[src/sv/normal_frame_transform_core_assert.svh]
// assertion macros for the normal frame transform core
// expects clk and rst_n in the including module's scope
`ifndef NORMAL_FRAME_TRANSFORM_CORE_ASSERT_SVH
`define NORMAL_FRAME_TRANSFORM_CORE_ASSERT_SVH

// same-cycle implication
`define NFT_ASSERT_IMP(lbl, ante, cons, msg) \
  lbl: assert property (@(posedge clk) disable iff (!rst_n) (ante) |-> (cons)) else $error(msg);

// next-cycle implication
`define NFT_ASSERT_NEXT(lbl, ante, cons, msg) \
  lbl: assert property (@(posedge clk) disable iff (!rst_n) (ante) |=> (cons)) else $error(msg);

`endif

[src/sv/nft_pkg.sv]
// shared types for the normal frame transform core
// no dependencies
package nft_pkg;

  localparam int COMPONENT_WIDTH = 16;

  typedef struct packed {
    logic signed [COMPONENT_WIDTH-1:0] local_x;
    logic signed [COMPONENT_WIDTH-1:0] local_y;
    logic signed [COMPONENT_WIDTH-1:0] local_z;
    logic signed [COMPONENT_WIDTH-1:0] normal_x;
    logic signed [COMPONENT_WIDTH-1:0] normal_y;
    logic signed [COMPONENT_WIDTH-1:0] normal_z;
  } nft_in_t;

  typedef struct packed {
    logic signed [COMPONENT_WIDTH-1:0] world_x;
    logic signed [COMPONENT_WIDTH-1:0] world_y;
    logic signed [COMPONENT_WIDTH-1:0] world_z;
    logic                              degenerate;
  } nft_out_t;

  typedef struct packed {
    logic en;
    logic valid;
  } nft_ctl_t;

endpackage

[src/sv/nft_cross.sv]
// two-stage fixed-point cross product t x n with round-half-away shift
// depends on nft_pkg
module nft_cross
  import nft_pkg::*;
#(
  parameter int F   = 14,
  parameter int SBW = 8
) (
  input  logic              clk,
  input  logic              rst_n,
  input  nft_ctl_t          ctl,
  input  logic [2:0][F+1:0] in_t,
  input  logic [2:0][F+1:0] in_n,
  input  logic [SBW-1:0]    in_side,
  output logic              out_valid,
  output logic [2:0][F+2:0] out_vec,
  output logic [SBW-1:0]    out_side
);

  localparam int PW = 2 * F + 4;
  localparam int DW = 2 * F + 5;
  localparam int BW = F + 3;

  logic               p_v_r;
  logic [SBW-1:0]     p_side_r;
  logic [5:0][PW-1:0] p_r;
  logic               c_v_r;
  logic [SBW-1:0]     c_side_r;
  logic [2:0][BW-1:0] c_vec_r;
  logic [2:0][BW-1:0] c_vec_nxt;

  always_comb begin
    logic signed [DW-1:0] d;
    logic [DW-1:0]        dm;
    logic [DW-1:0]        rm;
    for (int i = 0; i < 3; i++) begin
      d  = DW'($signed(p_r[2*i])) - DW'($signed(p_r[2*i+1]));
      dm = d[DW-1] ? DW'(-d) : DW'(d);
      rm = (dm + (DW'(1) << (F - 1))) >> F;
      c_vec_nxt[i] = d[DW-1] ? BW'(DW'(0) - rm) : BW'(rm);
    end
  end

  always_ff @(posedge clk) begin
    if (!rst_n) begin
      p_v_r <= 1'b0;
      c_v_r <= 1'b0;
    end else if (ctl.en) begin
      p_v_r <= ctl.valid;
      c_v_r <= p_v_r;
    end
  end

  always_ff @(posedge clk) begin
    if (ctl.en) begin
      p_side_r <= in_side;
      p_r[0]   <= PW'($signed(in_t[1]) * $signed(in_n[2]));
      p_r[1]   <= PW'($signed(in_t[2]) * $signed(in_n[1]));
      p_r[2]   <= PW'($signed(in_t[2]) * $signed(in_n[0]));
      p_r[3]   <= PW'($signed(in_t[0]) * $signed(in_n[2]));
      p_r[4]   <= PW'($signed(in_t[0]) * $signed(in_n[1]));
      p_r[5]   <= PW'($signed(in_t[1]) * $signed(in_n[0]));
      c_side_r <= p_side_r;
      c_vec_r  <= c_vec_nxt;
    end
  end

  assign out_valid = c_v_r;
  assign out_vec   = c_vec_r;
  assign out_side  = c_side_r;

endmodule

[config.mk]
export PLATFORM = sky130hd
export DESIGN_NAME = nft_cross
export DESIGN_NICKNAME = d
export VERILOG_FILES = /design/src/sv/normal_frame_transform_core_assert.svh /design/src/sv/nft_pkg.sv /design/src/sv/nft_cross.sv
export SDC_FILE = /design/constraint.sdc
export NUM_CORES = 2
export LEC_CHECK = 0
export ABC_AREA = 1
export BUFFER_PORTS_ARGS = -buffer_cell sky130_fd_sc_hd__buf_2
export CORE_MARGIN = 1.5
export CORE_UTILIZATION = 57
export DETAILED_ROUTE_END_ITERATION = 10
export GPL_TIMING_DRIVEN = 0
export PLACE_DENSITY = 0.74
export SLEW_MARGIN = 10
export SYNTH_ARGS = -nofsm -noshare
export SYNTH_HDL_FRONTEND = slang
export SYNTH_SLANG_ARGS = --single-unit
[constraint.sdc]
create_clock -name clk -period 12.02 [get_ports clk]
set_input_delay 0 -clock clk [delete_from_list [all_inputs] [get_ports clk]]
set_output_delay 0 -clock clk [all_outputs]
set_load 0.01 [all_outputs]
# --- After elaboration in Yosys (flattened, before gate mapping) ---
# Index checks and enable logic that the tools add are counted.
op_classes:
  add_sub_neg: 12
  mux: 6
  n_mul: 6
op_table:
  columns: ["cell", "count"]
  rows:
  - ["16-bit by 16-bit multiplier with 32-bit output", 6]
  - ["32-bit by 32-bit subtractor with 33-bit output", 3]
  - ["31-bit by 14-bit adder with 31-bit output, second input constant", 3]
  - ["31-bit two-way mux", 3]
  - ["31-bit negator", 3]
  - ["17-bit two-way mux", 3]
  - ["1-bit by 17-bit subtractor with 17-bit output, first input constant", 3]
word_totals:
  inputBits: 108
  regBits: 261
  out_inout_bits: 60
  elab_cells: 37

# --- Depth between registers and ports, before layout ---
depth:
  word_depth: 6
  ltp_mapped: 35
  ltp_nobuf: 35

# --- Worst setup path before layout ---
# OpenSTA, ideal clock, no wires.
synth_timing:
  path_kind: "in2reg"
  startpoint: "input in_n[17] in the netlist's numbering"
  endpoint: "register p_r[61] in the netlist's numbering (data pin)"
  arrival_ps: 5486
  path_slack_ps: 6269
  path_stages: 22
  setup_time_ps: 265
  n_path_buf: 1
  required_ps: 11755
  cell_sequence: "clkbuf_1 > nand2_1 > fa_1 > fa_1 > fa_1 > inv_1 > fa_1 > fa_1 > inv_1 > fa_1 > inv_1 > ha_1 > a21oi_1 > a21boi_0 > o21ai_0 > a21oi_1 > o21ai_0 > a21boi_0 > inv_1 > a21oi_1 > o21ai_0 > xor2_1"
synth_via:
  elab_chain_cells: 1
synth_rtl:
  columns: ["element", "line", "source"]
  rows:
  - ["from (decl)", "nft_cross.sv:13", "input logic [2:0][F+1:0] in_n,"]
  - ["16-bit by 16-bit multiplier with 32-bit output", "nft_cross.sv:58", "p_r[1] <= PW'($signed(in_t[2]) * $signed(in_n[1]));"]
  - ["to (decl)", "nft_cross.sv:26", "logic [5:0][PW-1:0] p_r;"]
# No other way between the ends.
# A chain may end at the register's enable or synchronous reset.

# --- Worst setup path in the final report ---
layout_timing:
  startpoint: "input in_t[17] in the netlist's numbering"
  endpoint: "register p_r[29] in the netlist's numbering (data pin)"
layout_via:
  elab_chain_cells: 1
layout_rtl:
  columns: ["element", "line", "source"]
  rows:
  - ["from (decl)", "nft_cross.sv:12", "input logic [2:0][F+1:0] in_t,"]
  - ["16-bit by 16-bit multiplier with 32-bit output", "nft_cross.sv:57", "p_r[0] <= PW'($signed(in_t[1]) * $signed(in_n[2]));"]
# No other way between the ends.

==> run summary <==
Die area - 141,600 µm²
Pre-CTS WS - 4.072 ns
Nets@finish - 12,680
Post-synthesis sequential area ratio - 9.844%
Port bufs - 166
CTS tree - yes
WS Path Type - in -> reg
Final setup vio count - 0
Number of synthesized flops with an enable pin - 259
Hold Slack - 0.08805 ns
Hpwl dp - 219,300 µm
Largest net degree at the start of global routing - 115
Vias in the first global route - 68,090
Max frequency - 0.1264 GHz
DRT antenna net count - 0
Final WL - 256,900 µm
Worst r2r src - p_r[128]
Synth Area in XOR/XNOR - 3.164%
Most frequent cells in the layout - inv_1, nand2_1, fa_1
Final worst-path cycle share - 65.80%
Hold Vio Cnt, Final - 0
Ys async rst share - 0%
Yosys reg bits - 261
Area growth syn-to-layout - 5.768%
Post-route DRC - 0
Horiz. Die Dim - 376.3 µm
Number of fill cells - 12,400
CP max FO - 10
# IOs - 168
Htree depth - 2
Non-Filler Instances - 12,270
Crit path DAT - 8.17 ns
Later-pin clock latency in the skew report - 0.63 ns
Netlist cell types - 54
Die span in y - 376.3 µm
GPL Wtd Cong - 1.076
Synth Area in Compound Gates - 3.441%
First-pass GRT wire length - 393,100 µm
CTS root buffer - clkbuf_16
Hold Crit Class - in -> reg
R2R setup slack - 7.35 ns
Mapped cell area - 79,420 µm²
Post-synthesis adder-cell area fraction - 49.06%
Simple-gate share of the synthesized area - 18.65%
CP startpoint kind - input port
R2R cell count - 31
Clock Path Buffers - 3
Top_reg_cell synth - edfxtp_1
Largest family of logic cells by synthesized area - adder cells
Gr ovfl total - 0
Status - finished, final reports clean
MaxCap Viol Count - 0
Setup WS post-layout - 4.111 ns
Slew HR - 3.167%
Clock Skews - 0.04242 ns
Core area - 137,800 µm²
Setup TNS Final - 0 ns
Crit path from - in_t[17]
Rows - 136
Initial core utilization - 57.62%
Syn Inst Count - 10,180
Iter 0 DRT Violations - 6,551
R2r endpoint - out_vec[50]
Synth Net Count - 12,460
Commonest non-fill, non-tap cell in the layout - inv_1
Crit. End Element - register
Max-slew violations - 0
Vias - 66,770
Initial antenna violation count - 60
CTS buffer count - 35
RSZ-0062 raised after global routing - false
Clk slew on worst S/H paths - 0.07 ns
Wirelength per Cell - 20.93 µm
Dpl cells - 12,140
Critical Path RT - 12.28 ns
Gr usage total - 37.33%
Avg Inst Size Synth - 7.802 µm²
Worst hold stages - 2
Yosys Warn Count - 0
Tightest Pin Transition - 1.442 ns
Drt pass-1 iters - 7
Layout cells sized above 1 - 4.116%
Mux contribution to synthesized area - 0%
Via-to-Cell Ratio - 5.441
Post CTS Setup Buffer Count - 0
Final min period - 7.909 ns
Setup crit end - p_r[29]
Sinks on Clock Net - 261
## final cells by class
type / instances / area (µm²) / share of cell area, %
repair buffers: 182 / 1041 / 1.239
inverters: 3041 / 11420 / 13.60
clock buffers: 40 / 894.6 / 1.065
plain buffers: 298 / 1161 / 1.382
diodes: 53 / 132.6 / 0.1579
clock inverters: 23 / 260.3 / 0.3098
flip-flops and latches: 261 / 7818 / 9.307
multi-input cells: 6579 / 59030 / 70.27
well taps: 1794 / 2245 / 2.672
## cell usage after synthesis (4+ instances only)
cell         n  share of area (%)
nor2_4      16               0.23
a31oi_1     16               0.13
o211ai_1     7              0.066
o21ai_0    125               0.79
nor2_1     362                1.7
nand2_4      7              0.099
nand3_1    277                1.7
xor2_1     163                1.8
or2_2        6              0.047
buf_2        4              0.025
ha_1       594                9.4
buf_6        4              0.057
a21o_1      14               0.13
clkbuf_1   283                1.3
inv_1     3002                 14
xnor2_1    122                1.3
nand2_2     71               0.56
edfxtp_1   259                9.8
fa_1      1575                 40
nand3b_1    15               0.14
buf_1        5              0.024
a211oi_1     4              0.038
a21oi_1    270                1.7
nor2_2      35               0.28
nor3_1      23               0.14
o21bai_1    12               0.11
nand4_1     74               0.58
inv_2       35               0.17
o21a_1       7              0.066
nor4_1       5              0.039
nand2_1   2715                 13
o21ai_1     12              0.076
nand3_2     13               0.16
a21boi_0    13               0.12
## cell families (layout without fill, tap and decap cells)
| logic type | Yosys count | count (layout) |
|---|---|---|
| AOI/OAI and AO/OA | 499 | 499 |
| and+or+nand+nor | 3625 | 3625 |
| adders and majority gates | 2169 | 2169 |
| xor gates and xnor gates | 286 | 286 |
| buffers and inverters | 3339 | 3584 |
| DFF | 261 | 261 |
| other | 0 | 53 |
## what timing repair did
| item | CTS | global route |
|---|---|---|
| gates resized for setup | 0 | 0 |
| endpoints found under the hold margin | 52 | 0 |
| hold buffers | 13 | 0 |
## worst min-delay path by stage
stage,slack (ns),to,from
after floorplan,0.1,p_side_r[0],in_side[0]
after global placement,0.18,p_side_r[7],in_side[7]
after detailed placement,0.18,p_side_r[1],in_side[1]
after CTS,0.05,p_side_r[1],in_side[1]
after global routing,0.08,p_side_r[1],in_side[1]
final,0.09,p_side_r[2],in_side[2]
## sequential cells by signal (all words and copies together), names as in the netlist
register / count
out_vec: 51
p_v_r: 1
out_valid: 1
p_side_r: 8
p_r: 192
out_side: 8
## worst max-delay path, cell delays in order
cell and delay, ns:
dlygate4sd3_1 0.65, buf_2 0.23, clkbuf_1 0.60, nand2_1 0.16, fa_1 0.43, inv_1 0.11, fa_1 0.43, ha_1 0.21
fa_1 0.48, inv_1 0.05, fa_1 0.49, fa_1 0.49, inv_1 0.04, ha_1 0.35, a21oi_1 0.09, inv_1 0.05
a31oi_1 0.05, o21ai_0 0.31, a31oi_1 0.18, o21ai_0 0.65, a21oi_1 0.21, o21ai_0 0.31, a21boi_0 0.24, inv_1 0.10
a21oi_1 0.08, o21ai_0 0.20, xor2_1 0.97
## routing by layer
metal / vias up / track usage, % / share of wire [%]
met1: 32330 / 46.32 / 36
met5: - / 0 / 0.098
met4: 38 / 23.19 / 7.8
li1: 29800 / - / -
met2: 3681 / 56.35 / 43
met3: 919 / 12.38 / 13
## through the flow
step                      utilization (%)  instance area (µm²)
after CTS                           60.83                83840
after floorplan                         -                79420
after global placement              59.85                82490
after detailed placement            59.90                82560
after global routing                60.89                83930
final                               60.94                84000
Power is left out: the tool's default activity adds up to more than one toggle a clock period on the data nets, which glitch-free logic cannot reach.
